File: src/hdl/piecewise_linear_temp_calibrator_macros.svh
// Assertion macros for the piecewise linear temperature calibrator.
`ifndef PIECEWISE_LINEAR_TEMP_CALIBRATOR_MACROS_SVH
`define PIECEWISE_LINEAR_TEMP_CALIBRATOR_MACROS_SVH

`ifndef SYNTH
// same-cycle implication
`define PLC_ASSERT_NOW(lbl, ante, cons) \
  lbl: assert property (@(posedge clk) disable iff (rst) (ante) |-> (cons)) \
    else $error("plc assertion failed");
// next-cycle implication
`define PLC_ASSERT_NEXT(lbl, ante, cons) \
  lbl: assert property (@(posedge clk) disable iff (rst) (ante) |=> (cons)) \
    else $error("plc assertion failed");
`else
`define PLC_ASSERT_NOW(lbl, ante, cons)
`define PLC_ASSERT_NEXT(lbl, ante, cons)
`endif

`endif

File: src/hdl/plc_pkg.sv
// Shared types and constants of the temperature calibrator.
package plc_pkg;

  localparam int TEMP_W   = 16;
  localparam int DIFF_W   = 17;
  localparam int PROD_W   = 34;
  localparam int DIVN_W   = 32;
  localparam int DIVD_W   = 16;
  localparam int SUM_W    = 35;
  localparam int SENSOR_W = 2;
  localparam int POINT_W  = 3;
  localparam int WORD_W   = 2 * TEMP_W;

  localparam int IN_DATA_W  = 56;
  localparam int OUT_DATA_W = 24;

  localparam int SENSOR_LSB = 0;
  localparam int POINT_LSB  = 2;
  localparam int REF_LSB    = 5;
  localparam int OFF_LSB    = 21;
  localparam int RAW_LSB    = 37;

  typedef logic signed [TEMP_W-1:0] temp_t;
  typedef logic signed [DIFF_W-1:0] diff_t;

  typedef enum logic [1:0] {
    ST_OK   = 2'd0,
    ST_SAT  = 2'd1,
    ST_FLAT = 2'd2
  } status_t;

  typedef enum logic {
    FN_LOAD = 1'b0,
    FN_CAL  = 1'b1
  } func_t;

  typedef enum logic [3:0] {
    S_IDLE,
    S_ADDR,
    S_CMP,
    S_RDB,
    S_RDT,
    S_DIFF,
    S_MUL,
    S_START,
    S_DIV,
    S_FIN
  } state_t;

endpackage

File: src/hdl/plc_divider.sv
// Restoring unsigned divider, one quotient bit per cycle.
module plc_divider #(
  parameter int NW = 32,
  parameter int DW = 16
) (
  input  logic          clk,
  input  logic          rst,
  input  logic          start,
  input  logic [NW-1:0] numer,
  input  logic [DW-1:0] denom,
  output logic [NW-1:0] quot,
  output logic          done
);
  import plc_pkg::*;

  localparam int CW = $clog2(NW + 1);

  logic [DW-1:0] rem;
  logic [DW-1:0] den;
  logic [NW-1:0] qr;
  logic [CW-1:0] cnt;
  logic          busy;
  logic [DW:0]   trial;
  logic [DW:0]   diff;
  logic          qbit;

  always_comb begin
    trial = {rem, qr[NW-1]};
    diff  = trial - {1'b0, den};
    qbit  = (trial >= {1'b0, den});
  end

  always_ff @(posedge clk) begin
    if (rst) begin
      busy <= 1'b0;
      done <= 1'b0;
      cnt  <= '0;
    end else begin
      done <= busy && !start && (cnt == CW'(1));
      if (start) begin
        busy <= 1'b1;
        cnt  <= CW'(NW);
      end else if (busy) begin
        cnt <= cnt - CW'(1);
        if (cnt == CW'(1)) begin
          busy <= 1'b0;
        end
      end
    end
  end

  always_ff @(posedge clk) begin
    if (start) begin
      qr  <= numer;
      rem <= '0;
      den <= denom;
    end else if (busy) begin
      qr  <= {qr[NW-2:0], qbit};
      rem <= qbit ? diff[DW-1:0] : trial[DW-1:0];
    end
  end

  assign quot = qr;

endmodule

File: config.mk
export PLATFORM = sky130hd
export DESIGN_NAME = plc_divider
export DESIGN_NICKNAME = d
export VERILOG_FILES = /design/src/hdl/piecewise_linear_temp_calibrator_macros.svh /design/src/hdl/plc_pkg.sv /design/src/hdl/plc_divider.sv
export SDC_FILE = /design/constraint.sdc
export NUM_CORES = 1
export LEC_CHECK = 0
export ABC_AREA = 0
export BUFFER_PORTS_ARGS = -buffer_cell sky130_fd_sc_hd__buf_4
export CAP_MARGIN = 20
export CORE_MARGIN = 2
export CORE_UTILIZATION = 55
export DETAILED_ROUTE_END_ITERATION = 16
export PLACE_DENSITY = 0.88
export SLEW_MARGIN = 30
export SYNTH_ARGS = -nofsm -noshare
export SYNTH_HDL_FRONTEND = slang
export SYNTH_SLANG_ARGS = --single-unit
File: constraint.sdc
create_clock -name clk -period 2.47 [get_ports clk]
set_clock_uncertainty 0.05 [all_clocks]
set_input_delay 0.1235 -clock clk [delete_from_list [all_inputs] [get_ports clk]]
set_output_delay 0.1235 -clock clk [all_outputs]
set_load 0.03 [all_outputs]
==> flow_summary_export.csv, run 1 <==
group,metric,value,unit
layout,multi_input_area,1822,µm²
critical_path,max_stage_delay,0.40,ns
clocking,numClockSinks,72,
detailed_routing,antenna_left,0,
layout,finalNetCount,520,
timing,maxSlewViolCount,0,
placed_design,io_buffers,83,
timing,tns,0,ns
pwr,power.density,679.4,nW/µm²
detailed_routing,avgViaCountPerCell,5.862,
synth,ys_seq_area_share,49.89,%
synth,synth-edff-count,48,
timing,setup_ws,0.09343,ns
job,max_cap_violations,0,
critical_path,critPathSlowestCell,"ha_1",
synth,yosys.cell_types.count,52,
synth,avgSynthCellArea,11.40,µm²
critical_path,required,2.63,ns
critical_path,arrival,2.54,ns
die,ios,84,
layout,nFillCells,430,
die,core.rowCount,30,
detailed_routing,wire_per_inst,17.84,µm
detailed_routing,first_pass_iters,5,
grt,grt-ovfl-total,0,
status,status,"finished, final reports clean",
timing,final_hold_viol_count,0,
detailed_routing,drc,0,
synth,syn_nets,408,
placed_design,place_ws,0.01700,ns
detailed_routing,dr_total_vias,3230,
layout,layout_common_cells,"buf_4, edfxtp_1, mux2_2",
critical_path,critPathLaunchType,"register",
timing,fmax,0.4208,GHz
clocking,cts_tree,"yes",
clocking,clockBufferDepth,2,
grt,grt_pass1_wl,14630,µm
layout,design_area,5107,µm²
synth,synthFlopType,"edfxtp_1",
synth,synth_cells,338,
grt,grt_start_max_net_pins,52,
timing,tightest_slew,0.6446,ns
placed_design,place_hpwl,6299,µm
timing,worst_hold_slack,0.003120,ns
layout,num_antenna_cells,0,
pwr,p_leak,2.100,nW
placed_design,place_congestion,0.9000,
critical_path,critPathBufInv,0,
die,die_w,87.69,µm
layout,syn_to_final_growth,32.58,%
pwr,ir_worst_vdd,0.0004359,V
timing,fin_crit,2.377,ns
layout,final_common_cell,"buf_4",
grt,grt_use_total,24.98,%
synth,ys_ff_latch,72,
grt,grt_pass1_vias,3038,
synth,synth.cell_area,3852,µm²
worst_hold_path,hold_class,"in2reg",
clocking,clk_pin_slew,0.08,ns
placed_design,place_area,4612,µm²
clocking,ctsHtreeMaxLevel,3,
layout,drive_gt1_share,37.36,%
critical_path,cp_cell_sequence,"ha_1, nand4_2, nor3_4, a41oi_4, a31o_4, a2111oi_2, nor4_1",
synth,yosys_warnings,0,
die,initial_core_util,56.70,%
critical_path,critPathTopFamily,"compound AO/OA/AOI/OAI gates",
pwr,power,3.470,mW
layout,seq_area,1922,µm²
critical_path,cp_max_fo,8,
critical_path,critPathKind,"reg2reg",
synth,synthArstFlopShare,0,%
clocking,cts_root_buf,"clkbuf_8",
timing,setup_violations,0,
critical_path,end_kind,"register",
die,core_area,6794,µm²
clocking,cts_buffers,9,
detailed_routing,drt_iter0_markers,239,
timing,slew_headroom,57.03,%
clocking,clk_latency,0.36,ns
die,dieArea,7690,µm²
detailed_routing,drt_wl_total,9829,µm
grt,antenna_found_initial,0,
die,die_h,87.69,µm
timing,post-route-period-util,96.22,%
## state kept, by name, indices dropped and copies added, names as in the netlist
name and cells:
quot 32, done 1, busy 1, cnt 6, rem 16, den 16
## what timing repair did
item,CTS,global route
hold endpoints to repair,18,0
gates resized for setup,1,13
hold buffers,17,0
endpoints found under the setup margin,1,10
buffers inserted,0,4
pin swaps,0,3
## where the power goes
group / internal, mW / switching (mW)
combinational: 0.373 / 0.478
sequential: 1.41 / 0.0617
clock: 0.677 / 0.474
total: 2.46 / 1.01
## cell usage after synthesis (5+ instances only)
master | number | area [µm²]
a21o_1 | 7 | 52.55
a21oi_1 | 18 | 90.09
and3_1 | 5 | 31.28
clkbuf_1 | 10 | 37.54
dfxtp_1 | 24 | 480.5
edfxtp_1 | 48 | 1441
ha_1 | 18 | 225.2
inv_1 | 26 | 97.59
mux2_2 | 31 | 349.1
nand2_1 | 16 | 60.06
nand4_1 | 6 | 37.54
nor2_1 | 23 | 86.33
nor3_1 | 7 | 35.03
o21a_1 | 6 | 45.04
o21ai_0 | 17 | 85.08
xnor2_1 | 6 | 52.55
## final cells by class
type,instances,share of cell area [%]
clock buffer,10,2.499
clock inverter,6,2.254
inverter,26,1.911
multi-input combinational,228,35.67
sequential,72,37.63
tap,96,2.352
timing repair buffer,113,17.69
## path summary, 6_finish.rpt
| check | from | to | slack, ns | depth (start not counted) |
|---|---|---|---|---|
| hold reg to reg | cnt[0]$_SDFFE_PP0P_ | cnt[0]$_SDFFE_PP0P_ | 0.44 | 2 |
| setup reg to reg | rem[5]$_SDFFE_PP0P_ | rem[7]$_SDFFE_PP0P_ | 0.09 | 7 |
| hold / removal | numer[0] | quot[0]$_DFFE_PP_ | 0.003 | 3 |
| setup / recovery | rem[5]$_SDFFE_PP0P_ | rem[7]$_SDFFE_PP0P_ | 0.09 | 7 |
## routing by layer
layer	track usage [%]	wire length, µm
met3	4.430	506
met4	11.47	338
met5	0	0
met2	43.18	5132
met1	30.37	3852
## worst reg2reg max path: stages, from the launching register on
cell,delay [ns]
dfxtp_1,0.35
ha_1,0.40
nand4_2,0.18
nor3_4,0.31
a41oi_4,0.19
a31o_4,0.30
a2111oi_2,0.37
nor4_1,0.10
## through the flow
stage,cells,util (%)
after floorplan,338,-
after global placement,514,67.88
after detailed placement,514,67.88
after CTS,547,73.98
after global routing,551,75.18
final,551,75.18
## logic make-up after synthesis
family | synth area share (%)
compound gates | 17.18
simple gates | 10.52
mux | 9.581
buf+inv | 4.190
xor+xnor | 2.273
fa+ha+maj | 6.366
flops | 49.89
Power figures use the tool's default switching activity.
==> run 2: changes to the inputs <==
- CORE_UTILIZATION: 55 -> 56
- PLACE_DENSITY: 0.88 -> 0.89
- clock period: 2.47 -> 2.75 ns (I/O delays scaled with it)
==> run 2 against run 1 <==
Net effect:
- critical path depth rose by 1
- register-to-register slack improved by 0.14 ns
- critical endpoint unchanged
- largest cell class unchanged
- wire length fell by 7.7%
- clock power fell by 22%
- via count fell by 5.1%
- final cell count fell by 3.8%
- first-iteration DRC count fell by 25%
- non-clock buffer count fell by 5
- total power fell by 15%
==> flow_summary_export.csv, run 2 (synthesized netlist as in run 1, its figures left out) <==
group,metric,value,unit
critical_path,r2r_end,"rem[7]$_SDFFE_PP0P_",
clocking,clk_latency,0.35,ns
critical_path,cp_cell_sequence,"inv_1, ha_1, nand2_1, o21ai_1, a21oi_1, a31o_4, a2111oi_0, nor4_1",
layout,num_antenna_cells,0,
critical_path,critPathLaunchType,"register",
grt,grt_start_max_net_pins,45,
grt,grt_pass1_vias,2986,
die,ios,84,
detailed_routing,drt_iter0_markers,180,
pwr,power,2.938,mW
layout,stdcell_count,530,
status,status,"finished, final reports clean",
detailed_routing,wire_per_inst,17.12,µm
detailed_routing,antenna_left,0,
clocking,clockBufferDepth,2,
layout,final_common_cell,"buf_4",
die,dieArea,7559,µm²
die,core_area,6719,µm²
timing,final_hold_viol_count,0,
die,core.rowCount,30,
placed_design,place_hpwl,6238,µm
critical_path,arrival,2.68,ns
die,die_w,86.94,µm
timing,worst_hold_slack,0.02268,ns
clocking,clk_pin_slew,0.07,ns
worst_hold_path,min_from,"numer[0]",
grt,grt-ovfl-total,0,
clocking,cts_resized,0,
placed_design,place_ws,0.2240,ns
job,max_cap_violations,0,
timing,rsz0062_at_grt,"false",
critical_path,rrSetupSlack,0.23,ns
layout,finalNetCount,515,
layout,layout_common_cells,"buf_4, edfxtp_1, mux2_2",
clocking,ctsHtreeMaxLevel,3,
critical_path,critPathTopFamily,"compound AO/OA/AOI/OAI gates",
critical_path,critPathKind,"reg2reg",
pwr,ir_worst_vdd,0.0004005,V
worst_hold_path,hold_path_depth,3,
layout,largest_reg_flops,32,
layout,drive_gt1_share,33.78,%
critical_path,required,2.92,ns
timing,tns,0,ns
timing,slew_headroom,62.36,%
timing,fmax,0.3973,GHz
timing,setup_ws,0.2331,ns
timing,tightest_slew,0.5647,ns
placed_design,place_congestion,0.9166,
critical_path,critPathSlowestCell,"a2111oi_0",
grt,grt_pass1_wl,14190,µm
critical_path,cp_max_fo,13,
detailed_routing,drt_wl_total,9073,µm
die,die_h,86.94,µm
detailed_routing,avgViaCountPerCell,5.783,
worst_hold_path,whs_endpoint,"quot[0]$_DFFE_PP_",
grt,grt_use_total,24.41,%
placed_design,io_buffers,83,
timing,fin_crit,2.517,ns
timing,maxSlewViolCount,0,
critical_path,end_kind,"register",
detailed_routing,first_pass_iters,5,
clocking,numClockSinks,72,
clocking,cts_tree,"yes",
worst_hold_path,hold_class,"in2reg",
grt,antenna_found_initial,0,
critical_path,ff2ff_path_depth,8,
pwr,power.density,593.7,nW/µm²
critical_path,critPathBufInv,1,
critical_path,max_stage_delay,0.47,ns
die,initial_core_util,57.34,%
layout,syn_to_final_growth,28.45,%
layout,final_core_util,73.65,%
timing,setup_violations,0,
placed_design,dp.cells,493,
layout,design_area,4949,µm²
detailed_routing,drc,0,
clocking,cts_buffers,9,
placed_design,place_area,4542,µm²
timing,post-route-period-util,91.52,%
detailed_routing,dr_total_vias,3065,
pwr,p_leak,2.059,nW
clocking,cts_root_buf,"clkbuf_8",
critical_path,timing.rr.start,"den[7]$_DFFE_PP_",
run 2: changes by cell type in the layout (fill, tap and decap cells not counted), sizes merged:
| cell | before | now |
|---|---|---|
| buf | 96 | 91 |
| clkbuf | 10 | 12 |
| bufinv | 3 | 2 |
| inv | 27 | 26 |
run 2: worst max-delay path by stage:
stage	from	to	slack, ns	cells after the start
global placement	den[8]$_DFFE_PP_	rem[9]$_SDFFE_PP0P_	0.27	8
floorplan	quot[31]$_DFFE_PP_	rem[14]$_SDFFE_PP0P_	0.38	9
global route	den[6]$_DFFE_PP_	rem[7]$_SDFFE_PP0P_	0.09	8
finish	den[7]$_DFFE_PP_	rem[7]$_SDFFE_PP0P_	0.23	8
detailed placement	den[10]$_DFFE_PP_	rem[9]$_SDFFE_PP0P_	0.22	8
CTS	den[10]$_DFFE_PP_	rem[9]$_SDFFE_PP0P_	0.16	8
run 2: repair_timing:
action | CTS | global route
endpoints found under the setup margin | 0 | 1
buffers inserted | 0 | 4
hold buffers | 17 | 0
hold endpoints to repair | 18 | 0
run 2: layer usage:
| layer | global-route usage, % | vias to the layer above | wire, µm |
|---|---|---|---|
| met2 | 41.85 | 110 | 4679 |
| li1 | - | 1480 | - |
| met1 | 31.05 | 1457 | 3799 |
| met3 | 3.223 | 18 | 399 |
| met5 | 0 | - | 0 |
| met4 | 10.09 | 0 | 195 |
run 2: cell type report:
| cell class | instances | area [µm²] |
|---|---|---|
| Clock buffer | 12 | 135.1 |
| Fill cell | 419 | 1770 |
| Multi-Input combinational cell | 228 | 1769 |
| Timing Repair Buffer | 108 | 853.3 |
| Sequential cell | 72 | 1922 |
| Inverter | 26 | 97.59 |
| Clock inverter | 4 | 71.32 |
| Tap cell | 80 | 100.1 |
run 2: power by group:
group          switching, mW  leakage (nW)  internal (mW)
Sequential            0.0545         0.676           1.26
Combinational          0.407          1.29          0.314
Clock                  0.389        0.0982          0.509
run 2: worst min-delay path, delay by kind of cell:
family / cells / cell delay, ns
buffers and inverters: 1 / 0.07
AO/OA/AOI/OAI: 1 / 0.06
AND/OR/NAND/NOR: 1 / 0.04
==> run 3: changes to the inputs <==
- CELL_PAD_IN_SITES_DETAIL_PLACEMENT: not set -> 2
- CELL_PAD_IN_SITES_GLOBAL_PLACEMENT: not set -> 2
- CORE_UTILIZATION: 56 -> 38
- PLACE_DENSITY: 0.89 -> 0.92
==> run 3 against run 2 <==
Net effect:
- wire length grew 69%
- clock power grew 18%
- critical path type unchanged
- largest cell class unchanged
- die area grew 45%
- final cell count grew 9.8%
- maximum frequency shrank 7.7%
==> flow_summary_export.csv, run 3 (synthesized netlist as in run 1, its figures left out) <==
group,metric,value,unit
critical_path,rrSetupSlack,0.02,ns
timing,slew_headroom,59.50,%
critical_path,ff2ff_path_depth,8,
placed_design,dp.cells,546,
worst_hold_path,min_from,"numer[15]",
layout,layout_common_cells,"buf_4, edfxtp_1, mux2_2",
clocking,clk_pin_slew,0.09,ns
layout,final_common_cell,"buf_4",
layout,final_core_util,51.63,%
timing,maxSlewViolCount,0,
clocking,clk_latency,0.37,ns
timing,final_hold_viol_count,0,
timing,fmax,0.3667,GHz
timing,tns,0,ns
clocking,cts_tree,"yes",
timing,fin_crit,2.727,ns
detailed_routing,drc,0,
die,die_h,104.7,µm
pwr,p_int,2.187,mW
grt,grt-ovfl-total,0,
clocking,cts_root_buf,"clkbuf_8",
pwr,p_sw_share,31.92,%
critical_path,arrival,2.95,ns
pwr,clkPwrFrac,33.1,%
layout,syn_to_final_growth,31.60,%
grt,grt_pass1_wl,21740,µm
grt,grt_pass1_vias,3789,
clocking,numClockSinks,72,
critical_path,max_stage_delay,0.41,ns
detailed_routing,first_pass_iters,4,
detailed_routing,drt_iter0_markers,213,
detailed_routing,drt_wl_total,15310,µm
worst_hold_path,hold_path_depth,2,
placed_design,io_buffers,83,
layout,design_area,5070,µm²
pwr,power.density,633.7,nW/µm²
detailed_routing,dr_total_vias,3309,
critical_path,critPathBufInv,1,
critical_path,critPathKind,"reg2reg",
timing,setup_violations,0,
die,core.rowCount,36,
clocking,clockBufferDepth,2,
status,status,"finished, final reports clean",
timing,tightest_slew,0.6052,ns
worst_hold_path,whs_endpoint,"quot[15]$_DFFE_PP_",
detailed_routing,avgViaCountPerCell,5.686,
critical_path,timing.rr.start,"den[14]$_DFFE_PP_",
job,max_cap_violations,0,
pwr,seq_power_share,41.6,%
grt,grt_use_total,26.35,%
critical_path,required,2.97,ns
die,die_w,104.7,µm
critical_path,critPathSlowestCell,"edfxtp_1",
layout,nFillCells,1003,
timing,post-route-period-util,99.16,%
die,dieArea,10960,µm²
placed_design,place_hpwl,9731,µm
critical_path,r2r_end,"rem[7]$_SDFFE_PP0P_",
layout,finalNetCount,514,
grt,antenna_found_initial,0,
die,core_area,9819,µm²
layout,stdcell_count,582,
layout,num_antenna_cells,0,
grt,grt_start_max_net_pins,38,
clocking,cts_buffers,9,
clocking,ctsHtreeMaxLevel,3,
pwr,p_leak,2.073,nW
detailed_routing,antenna_left,0,
timing,worst_hold_slack,0.02369,ns
layout,largest_reg_flops,32,
die,ios,84,
pwr,ir_worst_vdd,0.0003624,V
pwr,p_sw,1.025,mW
die,initial_core_util,39.23,%
layout,drive_gt1_share,35.63,%
critical_path,critPathLaunchType,"register",
critical_path,cp_max_fo,13,
detailed_routing,wire_per_inst,26.31,µm
pwr,p_comb_share,25.2,%
worst_hold_path,hold_class,"in2reg",
critical_path,critPathTopFamily,"compound AO/OA/AOI/OAI gates",
critical_path,cp_cell_sequence,"inv_1, ha_1, a21o_1, a211o_1, a41oi_4, a31o_4, a2111oi_2, nor4_1",
critical_path,end_kind,"register",
placed_design,place_congestion,0.8337,
placed_design,place_area,4608,µm²
==> run 3: timing repair <==
item / CTS / global route
endpoints found under the setup margin: 0 / 13
buffers inserted: 0 / 2
gates resized for setup: 0 / 7
endpoints found under the hold margin: 18 / 0
hold buffers: 17 / 0
==> run 3: stage by stage <==
stage,power (mW),setup WS (ns)
final,3.213,0.02308
after global routing,3.321,-0.05631
after CTS,3.186,0.004542
after detailed placement,2.089,0.07207
after global placement,2.021,0.2042
after floorplan,1.801,0.3783
==> run 3: per-layer routing <==
metal	global-route usage [%]	share of wire [%]	vias to the layer above
met5	0	0	-
met4	12.00	3.6	0
met3	3.930	3.6	35
met2	50.37	54	108
met1	28.35	38	1690
li1	-	-	1476
==> run 3: power by group through the flow <==
| stage | Clock, mW | Sequential (mW) | Combinational, mW |
|---|---|---|---|
| after global placement | 0 | 1.34 | 0.684 |
| final | 1.06 | 1.34 | 0.810 |
| after detailed placement | 0 | 1.35 | 0.736 |
| after global routing | 1.12 | 1.35 | 0.857 |
| after CTS | 1.08 | 1.33 | 0.779 |
| after floorplan | 0 | 1.43 | 0.369 |
==> run 3: how the worst max path moves through the flow <==
stage	slack, ns	start	cells past startpoint	end
floorplan	0.38	quot[31]$_DFFE_PP_	9	rem[14]$_SDFFE_PP0P_
global placement	0.20	quot[31]$_DFFE_PP_	9	rem[14]$_SDFFE_PP0P_
detailed placement	0.07	quot[31]$_DFFE_PP_	9	rem[14]$_SDFFE_PP0P_
CTS	0.005	quot[31]$_DFFE_PP_	9	rem[14]$_SDFFE_PP0P_
global route	-0.06	den[14]$_DFFE_PP_	8	rem[7]$_SDFFE_PP0P_
finish	0.02	den[14]$_DFFE_PP_	8	rem[7]$_SDFFE_PP0P_
==> run 3: final cells by class <==
cell class / count / area, µm² / area share, %
clock buffer: 9 / 123.9 / 2.443
clock inverter: 7 / 120.1 / 2.369
inverter: 26 / 97.59 / 1.925
multi-input combinational: 229 / 1802 / 35.54
sequential: 72 / 1922 / 37.91
tap: 133 / 166.4 / 3.282
timing repair buffer: 106 / 838.3 / 16.54
==> run 3: worst reg2reg max path, stage by stage, from the launching register on <==
cell and delay (ns):
edfxtp_1 0.41, inv_1 0.10, ha_1 0.33, a21o_1 0.23
a211o_1 0.37, a41oi_4 0.34, a31o_4 0.38, a2111oi_2 0.11
nor4_1 0.30
